[src/design/opc_pkg.sv]
// ----------------------------------------------------------------------------
// opc_pkg
// Shared types and constants for the obstacle proximity cost block.
// ----------------------------------------------------------------------------
package opc_pkg;

  // Default table depth
  localparam int unsigned OPC_MAX_OBSTACLES = 16;

  // Operation codes
  localparam logic OP_LOAD  = 1'b0;
  localparam logic OP_QUERY = 1'b1;

  // Configuration register indexes
  localparam logic [1:0] CFG_COUNT     = 2'd0;
  localparam logic [1:0] CFG_COLLISION = 2'd1;
  localparam logic [1:0] CFG_NEIGHBOUR = 2'd2;

  // Band width beyond the radius, 0.5 m in 1/512 m
  localparam logic [16:0] BAND_UNITS = 17'd256;

  // Square root iterations: band q stays below 2^34
  localparam logic [4:0] SQ_ITER = 5'd17;

  // Shared multiplier operand selects
  localparam logic [2:0] MUL_SS = 3'd0;
  localparam logic [2:0] MUL_LL = 3'd1;
  localparam logic [2:0] MUL_WW = 3'd2;
  localparam logic [2:0] MUL_BB = 3'd3;
  localparam logic [2:0] MUL_MN = 3'd4;

  // Controller to datapath commands
  typedef struct packed {
    logic       load;
    logic       query;
    logic       diff_en;
    logic       mul_en;
    logic [2:0] mul_sel;
    logic       q_en;
    logic       sq_init;
    logic       sq_step;
    logic       m_en;
    logic       acc_add;
  } opc_cmd_t;

  // Datapath to controller status
  typedef struct packed {
    logic gate;
    logic in_radius;
    logic band;
  } opc_status_t;

endpackage

[src/design/opc_ram.sv]
// ----------------------------------------------------------------------------
// opc_ram
// Generic single write port RAM with one registered read port.
// ----------------------------------------------------------------------------
module opc_ram #(
  parameter int unsigned WIDTH = 8,
  parameter int unsigned DEPTH = 16,
  localparam int unsigned AW = (DEPTH > 1) ? $clog2(DEPTH) : 1
) (
  input  logic             clk_i,
  input  logic             we_i,
  input  logic [AW-1:0]    waddr_i,
  input  logic [WIDTH-1:0] wdata_i,
  input  logic [AW-1:0]    raddr_i,
  output logic [WIDTH-1:0] rdata_o
);

  logic [WIDTH-1:0] mem_q [DEPTH];

  always_ff @(posedge clk_i) begin
    if (we_i) begin
      mem_q[waddr_i] <= wdata_i;
    end
    rdata_o <= mem_q[raddr_i];
  end

endmodule

[src/design/opc_ctrl.sv]
// ----------------------------------------------------------------------------
// opc_ctrl
// Sequencer: walks the table entry by entry and steps the shared datapath.
// ----------------------------------------------------------------------------
module opc_ctrl import opc_pkg::*; #(
  parameter int unsigned MAX_OBSTACLES = OPC_MAX_OBSTACLES,
  localparam int unsigned IDX_W = (MAX_OBSTACLES > 1) ? $clog2(MAX_OBSTACLES) : 1,
  localparam int unsigned CNT_W = $clog2(MAX_OBSTACLES + 1)
) (
  input  logic             clk_i,
  input  logic             rst_ni,
  input  logic             start_i,
  input  logic             operation_i,
  input  logic [4:0]       obstacle_count_i,
  input  opc_status_t      status_i,
  output opc_cmd_t         cmd_o,
  output logic [IDX_W-1:0] entry_sel_o,
  output logic             busy_o,
  output logic             done_o
);

  localparam logic [3:0] ST_IDLE  = 4'd0;
  localparam logic [3:0] ST_RD    = 4'd1;
  localparam logic [3:0] ST_DIFF  = 4'd2;
  localparam logic [3:0] ST_GATE  = 4'd3;
  localparam logic [3:0] ST_MULL  = 4'd4;
  localparam logic [3:0] ST_MULW  = 4'd5;
  localparam logic [3:0] ST_MULB  = 4'd6;
  localparam logic [3:0] ST_QSUM  = 4'd7;
  localparam logic [3:0] ST_CLASS = 4'd8;
  localparam logic [3:0] ST_SQRT  = 4'd9;
  localparam logic [3:0] ST_MSUB  = 4'd10;
  localparam logic [3:0] ST_MARG  = 4'd11;
  localparam logic [3:0] ST_ACC   = 4'd12;
  localparam logic [3:0] ST_DONE  = 4'd13;

  logic [3:0]       state_q, state_d;
  logic [CNT_W-1:0] idx_q, idx_d;
  logic [CNT_W-1:0] num_q, num_d;
  logic [4:0]       sq_cnt_q, sq_cnt_d;
  logic             accept;
  logic [3:0]       adv_state;
  logic [CNT_W-1:0] adv_idx;

  assign accept      = start_i && !busy_o;
  assign busy_o      = (state_q != ST_IDLE);
  assign done_o      = (state_q == ST_DONE);
  assign entry_sel_o = IDX_W'(idx_q);

  // Move to the next entry or finish
  always_comb begin
    if (CNT_W'(idx_q + 1'b1) == num_q) begin
      adv_state = ST_DONE;
      adv_idx   = idx_q;
    end else begin
      adv_state = ST_RD;
      adv_idx   = CNT_W'(idx_q + 1'b1);
    end
  end

  // Next state and commands
  always_comb begin
    state_d  = state_q;
    idx_d    = idx_q;
    num_d    = num_q;
    sq_cnt_d = sq_cnt_q;
    cmd_o    = '0;
    case (state_q)
      ST_IDLE: begin
        if (accept && operation_i == OP_LOAD) begin
          cmd_o.load = 1'b1;
        end else if (accept) begin
          cmd_o.query = 1'b1;
          idx_d       = '0;
          if (32'(obstacle_count_i) > 32'(MAX_OBSTACLES)) begin
            num_d = CNT_W'(MAX_OBSTACLES);
          end else begin
            num_d = CNT_W'(obstacle_count_i);
          end
          state_d = (obstacle_count_i == 5'd0) ? ST_DONE : ST_RD;
        end
      end
      ST_RD: state_d = ST_DIFF;
      ST_DIFF: begin
        cmd_o.diff_en = 1'b1;
        state_d       = ST_GATE;
      end
      ST_GATE: begin
        if (status_i.gate) begin
          cmd_o.mul_en  = 1'b1;
          cmd_o.mul_sel = MUL_SS;
          state_d       = ST_MULL;
        end else begin
          state_d = adv_state;
          idx_d   = adv_idx;
        end
      end
      ST_MULL: begin
        cmd_o.mul_en  = 1'b1;
        cmd_o.mul_sel = MUL_LL;
        state_d       = ST_MULW;
      end
      ST_MULW: begin
        cmd_o.mul_en  = 1'b1;
        cmd_o.mul_sel = MUL_WW;
        state_d       = ST_MULB;
      end
      ST_MULB: begin
        cmd_o.mul_en  = 1'b1;
        cmd_o.mul_sel = MUL_BB;
        state_d       = ST_QSUM;
      end
      ST_QSUM: begin
        cmd_o.q_en = 1'b1;
        state_d    = ST_CLASS;
      end
      ST_CLASS: begin
        if (status_i.in_radius) begin
          state_d = ST_ACC;
        end else if (status_i.band) begin
          cmd_o.sq_init = 1'b1;
          sq_cnt_d      = '0;
          state_d       = ST_SQRT;
        end else begin
          state_d = adv_state;
          idx_d   = adv_idx;
        end
      end
      ST_SQRT: begin
        cmd_o.sq_step = 1'b1;
        sq_cnt_d      = sq_cnt_q + 5'd1;
        if (sq_cnt_q == SQ_ITER - 5'd1) begin
          state_d = ST_MSUB;
        end
      end
      ST_MSUB: begin
        cmd_o.m_en = 1'b1;
        state_d    = ST_MARG;
      end
      ST_MARG: begin
        cmd_o.mul_en  = 1'b1;
        cmd_o.mul_sel = MUL_MN;
        state_d       = ST_ACC;
      end
      ST_ACC: begin
        cmd_o.acc_add = 1'b1;
        state_d       = adv_state;
        idx_d         = adv_idx;
      end
      ST_DONE: state_d = ST_IDLE;
      default: state_d = ST_IDLE;
    endcase
  end

  always_ff @(posedge clk_i or negedge rst_ni) begin
    if (!rst_ni) begin
      state_q  <= ST_IDLE;
      idx_q    <= '0;
      num_q    <= '0;
      sq_cnt_q <= '0;
    end else begin
      state_q  <= state_d;
      idx_q    <= idx_d;
      num_q    <= num_d;
      sq_cnt_q <= sq_cnt_d;
    end
  end

  // A result word lasts one cycle
  a_done_single : assert property (@(posedge clk_i) disable iff (!rst_ni)
    done_o |=> !done_o) else $error("done strobe longer than one cycle");

  // A query start makes the block busy
  a_query_busy : assert property (@(posedge clk_i) disable iff (!rst_ni)
    (accept && operation_i == OP_QUERY) |=> busy_o) else $error("query not started");

  // Loads never produce a result
  a_load_quiet : assert property (@(posedge clk_i) disable iff (!rst_ni)
    (accept && operation_i == OP_LOAD) |=> !busy_o && !done_o)
    else $error("load produced activity");

  // The scan index stays inside the scanned range
  a_idx_range : assert property (@(posedge clk_i) disable iff (!rst_ni)
    (busy_o && !done_o) |-> (idx_q < num_q)) else $error("scan index out of range");

endmodule

[src/design/opc_dp.sv]
// ----------------------------------------------------------------------------
// opc_dp
// Datapath: entry table, shared multiplier, bit-serial square root, summing.
// ----------------------------------------------------------------------------
module opc_dp import opc_pkg::*; #(
  parameter int unsigned MAX_OBSTACLES = OPC_MAX_OBSTACLES,
  localparam int unsigned IDX_W = (MAX_OBSTACLES > 1) ? $clog2(MAX_OBSTACLES) : 1
) (
  input  logic               clk_i,
  input  logic               rst_ni,
  input  opc_cmd_t           cmd_i,
  input  logic [IDX_W-1:0]   entry_sel_i,
  input  logic [3:0]         entry_index_i,
  input  logic signed [23:0] obstacle_s_i,
  input  logic signed [23:0] obstacle_l_i,
  input  logic [15:0]        obstacle_width_i,
  input  logic [15:0]        obstacle_length_i,
  input  logic               obstacle_valid_i,
  input  logic signed [23:0] point_s_i,
  input  logic signed [23:0] point_l_i,
  input  logic [15:0]        collision_cost_i,
  input  logic [15:0]        neighbour_cost_i,
  output opc_status_t        status_o,
  output logic [39:0]        total_cost_o
);

  logic [MAX_OBSTACLES-1:0] valid_q;
  logic                     wr_ok;
  logic [79:0]              rd_data;
  logic [23:0]              rd_s, rd_l;
  logic [15:0]              rd_w, rd_len;

  logic [23:0] ps_q, pl_q;
  logic [24:0] ds, dl, ads, adl;
  logic [15:0] ads_q;
  logic [24:0] adl_q;
  logic [15:0] w_q;
  logic [16:0] wb_q;
  logic        gate_q;

  logic [24:0] mul_a, mul_b;
  logic [49:0] mul_p;
  logic [31:0] sq_s_q, w2_q;
  logic [49:0] sq_l_q;
  logic [33:0] wb2_q;
  logic [23:0] prod_q;
  logic [52:0] q_q;

  logic [33:0] sq_src_q;
  logic [19:0] rem_q;
  logic [16:0] root_q;
  logic [21:0] rem_sh, trial;
  logic [8:0]  m_q;

  logic [39:0] acc_q;
  logic [23:0] add_val;
  logic [40:0] acc_sum;

  // Entry table: fields in RAM, valid marks in flops
  assign wr_ok = cmd_i.load && (32'(entry_index_i) < 32'(MAX_OBSTACLES));

  opc_ram #(
    .WIDTH (80),
    .DEPTH (MAX_OBSTACLES)
  ) u_table (
    .clk_i   (clk_i),
    .we_i    (wr_ok),
    .waddr_i (IDX_W'(entry_index_i)),
    .wdata_i ({obstacle_s_i, obstacle_l_i, obstacle_width_i, obstacle_length_i}),
    .raddr_i (entry_sel_i),
    .rdata_o (rd_data)
  );

  assign {rd_s, rd_l, rd_w, rd_len} = rd_data;

  always_ff @(posedge clk_i or negedge rst_ni) begin
    if (!rst_ni) begin
      valid_q <= '0;
    end else if (wr_ok) begin
      valid_q[IDX_W'(entry_index_i)] <= obstacle_valid_i;
    end
  end

  // Point capture
  always_ff @(posedge clk_i) begin
    if (cmd_i.query) begin
      ps_q <= point_s_i;
      pl_q <= point_l_i;
    end
  end

  // Absolute differences and longitudinal gate
  assign ds  = {rd_s[23], rd_s} - {ps_q[23], ps_q};
  assign dl  = {rd_l[23], rd_l} - {pl_q[23], pl_q};
  assign ads = ds[24] ? (25'd0 - ds) : ds;
  assign adl = dl[24] ? (25'd0 - dl) : dl;

  always_ff @(posedge clk_i) begin
    if (cmd_i.diff_en) begin
      ads_q  <= ads[15:0];
      adl_q  <= adl;
      w_q    <= rd_w;
      wb_q   <= {1'b0, rd_w} + BAND_UNITS;
      gate_q <= valid_q[entry_sel_i] && (ads <= {9'd0, rd_len});
    end
  end

  // Shared multiplier
  always_comb begin
    case (cmd_i.mul_sel)
      MUL_SS: begin
        mul_a = {9'd0, ads_q};
        mul_b = {9'd0, ads_q};
      end
      MUL_LL: begin
        mul_a = adl_q;
        mul_b = adl_q;
      end
      MUL_WW: begin
        mul_a = {9'd0, w_q};
        mul_b = {9'd0, w_q};
      end
      MUL_BB: begin
        mul_a = {8'd0, wb_q};
        mul_b = {8'd0, wb_q};
      end
      MUL_MN: begin
        mul_a = {16'd0, m_q};
        mul_b = {9'd0, neighbour_cost_i};
      end
      default: begin
        mul_a = '0;
        mul_b = '0;
      end
    endcase
  end

  assign mul_p = mul_a * mul_b;

  always_ff @(posedge clk_i) begin
    if (cmd_i.mul_en) begin
      case (cmd_i.mul_sel)
        MUL_SS:  sq_s_q <= mul_p[31:0];
        MUL_LL:  sq_l_q <= mul_p;
        MUL_WW:  w2_q   <= mul_p[31:0];
        MUL_BB:  wb2_q  <= mul_p[33:0];
        MUL_MN:  prod_q <= mul_p[23:0];
        default: prod_q <= prod_q;
      endcase
    end
  end

  // Squared distance in 1/512 m units
  always_ff @(posedge clk_i) begin
    if (cmd_i.q_en) begin
      q_q <= {(51'(sq_l_q) + 51'(sq_s_q)), 2'b00};
    end
  end

  assign status_o.gate      = gate_q;
  assign status_o.in_radius = (q_q <= 53'(w2_q));
  assign status_o.band      = (q_q < 53'(wb2_q));

  // Bit-serial square root, two radicand bits per step
  assign rem_sh = {rem_q, sq_src_q[33:32]};
  assign trial  = {3'd0, root_q, 2'b01};

  always_ff @(posedge clk_i) begin
    if (cmd_i.sq_init) begin
      sq_src_q <= q_q[33:0];
      rem_q    <= '0;
      root_q   <= '0;
    end else if (cmd_i.sq_step) begin
      sq_src_q <= {sq_src_q[31:0], 2'b00};
      if (rem_sh >= trial) begin
        rem_q  <= 20'(rem_sh - trial);
        root_q <= {root_q[15:0], 1'b1};
      end else begin
        rem_q  <= rem_sh[19:0];
        root_q <= {root_q[15:0], 1'b0};
      end
    end
  end

  // Margin inside the band, 1..256
  always_ff @(posedge clk_i) begin
    if (cmd_i.m_en) begin
      m_q <= 9'(wb_q - root_q);
    end
  end

  // Saturating sum
  assign add_val = status_o.in_radius ? {collision_cost_i, 8'd0} : prod_q;
  assign acc_sum = {1'b0, acc_q} + 41'(add_val);

  always_ff @(posedge clk_i or negedge rst_ni) begin
    if (!rst_ni) begin
      acc_q <= '0;
    end else if (cmd_i.query) begin
      acc_q <= '0;
    end else if (cmd_i.acc_add) begin
      acc_q <= acc_sum[40] ? '1 : acc_sum[39:0];
    end
  end

  assign total_cost_o = acc_q;

  // Band margin is never zero when it feeds the multiplier
  a_margin : assert property (@(posedge clk_i) disable iff (!rst_ni)
    cmd_i.mul_en && cmd_i.mul_sel == MUL_MN |-> (m_q != 9'd0))
    else $error("band margin zero");

  // Sum never falls during a query
  a_acc_mono : assert property (@(posedge clk_i) disable iff (!rst_ni)
    $past(cmd_i.acc_add) |-> (acc_q >= $past(acc_q))) else $error("sum decreased");

  // Root stays below band edge after the last step
  a_root : assert property (@(posedge clk_i) disable iff (!rst_ni)
    cmd_i.m_en |-> (root_q < wb_q)) else $error("root outside band");

endmodule

[src/design/obstacle_proximity_cost.sv]
// ----------------------------------------------------------------------------
// obstacle_proximity_cost
// Obstacle table with a summed proximity cost query at a road point.
// ----------------------------------------------------------------------------
// A load word (operation 0) writes one table slot and gives no result. A
// query word (operation 1) scans slots 0..count-1, with count capped at the
// table depth, and pulses done_o for one cycle with total_cost_o; the
// receiver cannot stall, so the result must be taken in that cycle. busy
// is high from the cycle after a query start until the done cycle. An
// entry that passes the gate is squared on the one shared 25x25 multiplier
// (four squares per entry); inside the radius it adds the collision cost,
// in the band the 17-step bit-serial square root gives a margin that scales
// the neighbour cost. The configuration port is always ready.
// ----------------------------------------------------------------------------
module obstacle_proximity_cost import opc_pkg::*; #(
  parameter int unsigned MAX_OBSTACLES = OPC_MAX_OBSTACLES,
  localparam int unsigned IDX_W = (MAX_OBSTACLES > 1) ? $clog2(MAX_OBSTACLES) : 1
) (
  input  logic               clk_i,
  input  logic               rst_ni,
  input  logic               start,
  output logic               busy,
  output logic               done_o,
  input  logic               operation_i,
  input  logic [3:0]         entry_index_i,
  input  logic signed [23:0] obstacle_s_i,
  input  logic signed [23:0] obstacle_l_i,
  input  logic [15:0]        obstacle_width_i,
  input  logic [15:0]        obstacle_length_i,
  input  logic               obstacle_valid_i,
  input  logic signed [23:0] point_s_i,
  input  logic signed [23:0] point_l_i,
  output logic [39:0]        total_cost_o,
  input  logic               cfg_valid_i,
  output logic               cfg_ready_o,
  input  logic [1:0]         cfg_index_i,
  input  logic [15:0]        cfg_data_i
);

  logic [4:0]       count_q;
  logic [15:0]      coll_q, neib_q;
  opc_cmd_t         cmd;
  opc_status_t      status;
  logic [IDX_W-1:0] entry_sel;

  // Configuration registers
  assign cfg_ready_o = 1'b1;

  always_ff @(posedge clk_i or negedge rst_ni) begin
    if (!rst_ni) begin
      count_q <= '0;
      coll_q  <= '0;
      neib_q  <= '0;
    end else if (cfg_valid_i) begin
      case (cfg_index_i)
        CFG_COUNT:     count_q <= cfg_data_i[4:0];
        CFG_COLLISION: coll_q  <= cfg_data_i;
        CFG_NEIGHBOUR: neib_q  <= cfg_data_i;
        default:       count_q <= count_q;
      endcase
    end
  end

  opc_ctrl #(
    .MAX_OBSTACLES (MAX_OBSTACLES)
  ) u_ctrl (
    .clk_i            (clk_i),
    .rst_ni           (rst_ni),
    .start_i          (start),
    .operation_i      (operation_i),
    .obstacle_count_i (count_q),
    .status_i         (status),
    .cmd_o            (cmd),
    .entry_sel_o      (entry_sel),
    .busy_o           (busy),
    .done_o           (done_o)
  );

  opc_dp #(
    .MAX_OBSTACLES (MAX_OBSTACLES)
  ) u_dp (
    .clk_i             (clk_i),
    .rst_ni            (rst_ni),
    .cmd_i             (cmd),
    .entry_sel_i       (entry_sel),
    .entry_index_i     (entry_index_i),
    .obstacle_s_i      (obstacle_s_i),
    .obstacle_l_i      (obstacle_l_i),
    .obstacle_width_i  (obstacle_width_i),
    .obstacle_length_i (obstacle_length_i),
    .obstacle_valid_i  (obstacle_valid_i),
    .point_s_i         (point_s_i),
    .point_l_i         (point_l_i),
    .collision_cost_i  (coll_q),
    .neighbour_cost_i  (neib_q),
    .status_o          (status),
    .total_cost_o      (total_cost_o)
  );

endmodule

[config.mk]
export PLATFORM = sky130hd
export DESIGN_NAME = obstacle_proximity_cost
export DESIGN_NICKNAME = d
export VERILOG_FILES = /design/src/design/opc_pkg.sv /design/src/design/opc_ram.sv /design/src/design/opc_ctrl.sv /design/src/design/opc_dp.sv /design/src/design/obstacle_proximity_cost.sv
export SDC_FILE = /design/constraint.sdc
export NUM_CORES = 2
export LEC_CHECK = 0
export BUFFER_PORTS_ARGS = -buffer_cell sky130_fd_sc_hd__buf_2
export CAP_MARGIN = 10
export CELL_PAD_IN_SITES_DETAIL_PLACEMENT = 1
export CELL_PAD_IN_SITES_GLOBAL_PLACEMENT = 1
export CORE_AREA = 5 5 454 456
export CTS_CLUSTER_SIZE = 40
export DETAILED_ROUTE_END_ITERATION = 7
export DIE_AREA = 0 0 459 461
export GPL_TIMING_DRIVEN = 1
export PLACE_DENSITY = 0.75
export SYNTH_ARGS = -nofsm -noshare
export SYNTH_HDL_FRONTEND = slang
export SYNTH_HIERARCHICAL = 1
export SYNTH_SLANG_ARGS = --single-unit
[constraint.sdc]
create_clock -name clk_i -period 9.6 [get_ports clk_i]
set_input_delay 0 -clock clk_i [delete_from_list [all_inputs] [get_ports clk_i]]
set_output_delay 0 -clock clk_i [all_outputs]
set_load 0.05 [all_outputs]
==> Yosys cells after proc, flatten, opt, wreduce, memory -nomap -nowiden <==
Memories as Yosys holds them, arrays and structs flattened. A register that Yosys moved wholly into a read port is not among the register bits.
Index checks and enable logic that the tools add are counted.
{ "word_totals": {"register_bits": 536, "ramBits": 1280, "inputBits": 156, "out_inout_bits": 43, "word_cells": 157, "n_memories": 1} }
{ "memory_table": {"columns": ["memory", "words", "width", "rd", "rd_ports_with_merged_regs", "write_ports", "line_no", "rtl"], "rows": [
  ["u_dp.u_table.mem_q", 16, 80, 1, 1, 1, "opc_ram.sv:18", "logic [WIDTH-1:0] mem_q [DEPTH];"]
]} }
{ "classes": {"addsub": 11, "n_mul": 1, "n_lt_le_gt_ge": 8, "eq_ne": 28, "muxes": 53, "bitwise": 2, "reduce_logical": 26} }
{ "op_table": {"columns": ["op", "count"], "rows": [
  ["$pmux 25 s5", 2],
  ["$mux 40", 3],
  ["$mux 34", 2],
  ["$le 53x32->1", 1],
  ["$lt 53x34->1", 1],
  ["$pmux 4 s13", 1],
  ["$add 50x32->51", 1],
  ["$mul 25x25->50", 1],
  ["$sub 1x25->25 const A", 2],
  ["$sub 24x24->25", 2],
  ["$mux 24", 2],
  ["$mux 5", 9],
  ["$add 40x24->41", 1],
  ["$mux 4", 9],
  ["$le 25x16->1", 1],
  ["$mux 25", 1],
  ["$eq 4x4->1 const B", 6],
  ["$ge 22x19->1", 1],
  ["$mux 20", 1],
  ["$pmux 4 s5", 1],
  ["$pmux 5 s4", 1],
  ["$sub 20x19->20", 1],
  ["$add 16x9->17 const B", 1],
  ["$bwmux 16", 1],
  ["34 further kinds", 77]
]} }

==> Depth between registers and ports, before layout <==
{ "logic_depth": {"ltp_word": 8, "depth_mapped": 39, "mapped_depth_nobuf": 35} }

==> Hierarchy <==
The synthesis kept the hierarchy.
{ "modules_own_cells": {"columns": ["module", "instances", "cells_per_inst", "area_per_inst_um2", "seq_area_each_um2"], "rows": [
  ["opc_ram", 1, 2054, 49422.4, 40038.4],
  ["opc_dp", 1, 4617, 45927.8, 13523.0],
  ["obstacle_proximity_cost", 1, 81, 1517.7, 925.9],
  ["opc_ctrl", 1, 171, 1395.1, 475.5]
]} }

==> Least setup slack after synthesis <==
Ideal clock, no wire load.
{ "synth_path": {"kind": "flip-flop to flip-flop", "startpoint": "reg u_ctrl.state_q[0]", "endpoint": "reg u_dp.sq_l_q[44], data pin", "arrival_ns": 9.060, "required_time_ns": 9.341, "slack_ns": 0.280, "path_stages_with_launch": 36, "n_path_buf": 5, "period_less_slack_ns": 9.320, "cell_sequence": "dfrtp_1 -> buf_4 -> clkbuf_1 -> nand2b_1 -> a21oi_1 -> clkbuf_1 -> buf_1 -> a211o_1 -> clkbuf_1 -> clkinv_1 -> a21oi_1 -> nor2_1 -> fa_1 -> inv_1 -> fa_1 -> inv_1 -> fa_1 -> inv_1 -> fa_1 -> inv_1 -> fa_1 -> fa_1 -> inv_1 -> fa_1 -> inv_1 -> ha_1 -> o21a_1 -> o221a_2 -> o21a_1 -> o22a_1 -> o311ai_0 -> o31a_1 -> o41ai_1 -> nor2_1 -> o21a_1 -> xnor2_1"} }
{ "synth_lines": {"columns": ["item", "line_no", "rtl"], "rows": [
  ["start: declaration", "opc_ctrl.sv:37", "logic [3:0] state_q, state_d;"],
  ["start signal: assignment", "opc_ctrl.sv:162", "state_q <= state_d;"],
  ["end signal: assignment", "opc_dp.sv:144", "MUL_LL: sq_l_q <= mul_p;"],
  ["end: declaration", "opc_dp.sv:44", "logic [49:0] sq_l_q;"]
]} }

==> summary.md <==
| Metric | Value |
|---|---|
| Worst Path Max Fanout | `20` |
| Worst endpoint required time | `10.16 ns` |
| Gate Count Post-Synth | `6923` |
| DRC Markers | `0` |
| Most used DFF post-synth | `edfxtp_1` |
| Largest stage delay on the critical path | `0.55 ns` |
| Post-placement cell area | `103000 um^2` |
| Syn_area_per_cell | `14.2 um^2` |
| Layout Nets | `8539` |
| Post-route insts no fill | `10321` |
| Chip height | `461 um` |
| CP max stage cell | `fa_1` |
| Final Setup Violations | `0` |
| Top post-synthesis cells by count | `edfxtp_1, inv_1, fa_1` |
| Placed Cells | `9722` |
| Global-route wire length before repair | `434000 um` |
| Router iterations before antenna repair | `6` |
| Area added between synthesis and finish | `14.0%` |
| Synth top area cells | `edfxtp_1, fa_1, mux4_2` |
| TritonCTS buffer count | `193` |
| Total track usage | `27.5%` |
| Slew Limit Fails | `0` |
| WL per Instance | `28.1 um` |
| Post-synth EDFFs | `1659` |
| Post-synth ARST share | `5.93%` |
| Post-synth top area share | `50.7%` |
| #FFs+latches synth | `1888` |
| Critical path class | `reg -> reg` |
| Worst EP arrival | `9.77 ns` |
| Unique masters post-synth | `113` |
| Crit. End Element | `flip-flop` |
| Fin. Hold Viols | `0` |
| Largest net degree at the start of global routing | `106` |
| Vias | `60702` |
| Minimum clock period | `9.21 ns` |
| Mapped Nets | `7990` |
| Initial core utilization | `48.8%` |
| Nature of the critical path startpoint | `flip-flop` |
| Period utilisation layout | `95.9%` |
| CTS H-tree depth | `4` |
| Final ANT Viol Nets | `0` |
| Initial DRC count | `5489` |
| Rows | `165` |
| Synthesized cell area | `98300 um^2` |
| Routability cong. | `0.925` |
| Port Buffers | `197` |
| CTS root buffer | `clkbuf_16` |
| Vias in the first global route | `66343` |
| Post-DP HPWL | `189000 um` |
| CORE AREA | `201000 um^2` |
| Maxcap violations | `0` |
| Sequential area share after synthesis | `55.9%` |
| Max clock buf depth | `3` |
| Relative max-transition margin | `21.1%` |
| Die Wd | `459 um` |
| WHS | `0.0525 ns` |
| Clock tree sinks | `1888` |
| Warnings, synthesis | `6` |
| Post-route cell area | `112000 um^2` |
| Wirelength, routed | `290000 um` |
| Post-synth top area cell | `edfxtp_1` |
| CP most frequent cell | `fa_1` |
| Maximum operating frequency | `109 MHz` |
| Count leader, synth | `edfxtp_1` |
| Routed vias/inst | `5.88` |
| Share of cells above drive strength 1 | `15.6%` |
| Worst slew pin tran | `1.18 ns` |
| GR Overflow Total | `0` |
| Min-Delay Path Class | `in -> reg` |
| Die area | `212000 um^2` |
| TritonCTS clock tree | `yes` |
| Initial antenna violation count | `22` |
| Worst clock skew | `0.0768 ns` |
| Worst-path clk slew | `0.06 ns` |
| I/O pins | `199` |
| RSZ-0062 raised after global routing | `no` |
| Status | `finished, final reports clean` |
| Clock Latency Late Sink | `0.85 ns` |
==> metal layers <==
metal	track usage, %	share of wire [%]	routed length (um)	vias up
li1	-	-	-	26014
met1	34.8	39	112000	31738
met2	48.3	51	148000	2365
met3	3.66	6.0	17400	573
met4	10.8	4.3	12400	12
met5	0	0.026	74	-
==> sequential cells by signal, summed over array words and instances, names as in the netlist, 17 cells and up <==
signal and cells:
u_dp/adl_q 25, u_dp/pl_q 24, u_dp/prod_q 24, u_dp/ps_q 24, u_dp/q_q 51, u_dp/rem_q 20, u_dp/root_q 17, u_dp/sq_l_q 50
u_dp/sq_s_q 32, u_dp/sq_src_q 32, u_dp/total_cost_o 40, u_dp/u_table/mem_q 1280, u_dp/u_table/rdata_o 80, u_dp/w2_q 32, u_dp/wb2_q 34
==> kinds of logic (layout without fill, tap and decap cells) <==
logic type	Yosys count	count (layout)	synth area share (%)
AOI/OAI and AO/OA	905	905	6.21
buffers and inverters	1130	1848	4.54
xor gates and xnor gates	219	219	1.95
and+or+nand+nor	1386	1386	6.55
DFF	1888	1888	55.9
other	1	9	0.00382
muxes	483	483	9.28
adders and majority gates	911	911	15.5
==> per-stage QoR <==
stage | util, % | TNS [ns] | setup WS (ns)
6_report | 55.6 | 0 | 0.391
5_1_grt | 55.6 | 0 | 0.0139
4_1_cts | 55.6 | 0 | 0.0244
3_5_place_dp | 51.3 | -0.0146 | -0.0146
3_3_place_gp | 51.3 | 0 | 0.168
2_1_floorplan | - | 0 | 0.280
==> timing repair <==
item                                    CTS  global route
gates cloned                              0             1
pin swaps                                 0             4
endpoints found under the hold margin  1466             0
buffers inserted                          0             5
resized for setup                         1            20
hold buffers                            221             0
setup endpoints to repair                 1            15
==> cell usage in the layout, fill, tap and decap left out, types with 60 or more instances in the layout <==
master / instances
nand3_1: 60
buf_2: 196
ha_1: 396
nor2_1: 458
xnor2_1: 138
o21ai_0: 123
mux2_2: 83
dfrtp_1: 108
a21o_1: 107
fa_1: 515
dfxtp_1: 117
inv_1: 878
mux4_2: 326
dlygate4sd3_1: 219
a22oi_1: 162
clkbuf_1: 61
edfxtp_1: 1659
clkbuf_16: 196
xor2_1: 81
nand2_1: 463
buf_4: 165
a21oi_1: 210
==> area by class of cell <==
class / instances / area, um^2
Clock buffer: 268 / 5270
Tap cell: 2672 / 3340
Fill cell: 19408 / 89300
Sequential cell: 1888 / 55000
Multi-Input combinational cell: 3905 / 39200
Inverter: 884 / 3320
Clock inverter: 96 / 1100
Timing Repair Buffer: 600 / 4810
Antenna cell: 8 / 20.0
==> critical path, delay by kind of cell (launching register included) <==
| family | cells | cell delay (ns) |
|---|---|---|
| flops | 1 | 0.38 |
| fa+ha+maj | 8 | 3.89 |
| compound gates | 11 | 2.34 |
| buf+inv | 8 | 1.02 |
| simple gates | 4 | 0.81 |
| mux | 1 | 0.34 |
| xor+xnor | 1 | 0.15 |
==> worst paths after layout <==
path / cells past startpoint / slack [ns] / to / start
worst min-delay path: 3 / 0.05 / count_q[0] / cfg_data_i[0]
worst max register to register: 33 / 0.39 / u_dp/sq_l_q[47] / u_ctrl/state_q[3]
worst max-delay path: 33 / 0.39 / u_dp/sq_l_q[47] / u_ctrl/state_q[3]
worst min register to register: 0 / 0.41 / u_dp/w_q[4] / u_dp/u_table/rdata_o[20]
min in group asynchronous: 4 / 0.32 / u_dp/valid_q[0] / rst_ni
max in group asynchronous: 4 / 8.49 / u_dp/total_cost_o[19] / rst_ni
Power is not shown: default switching activity piles up to over one toggle a cycle in this logic, so the estimate is an artifact.
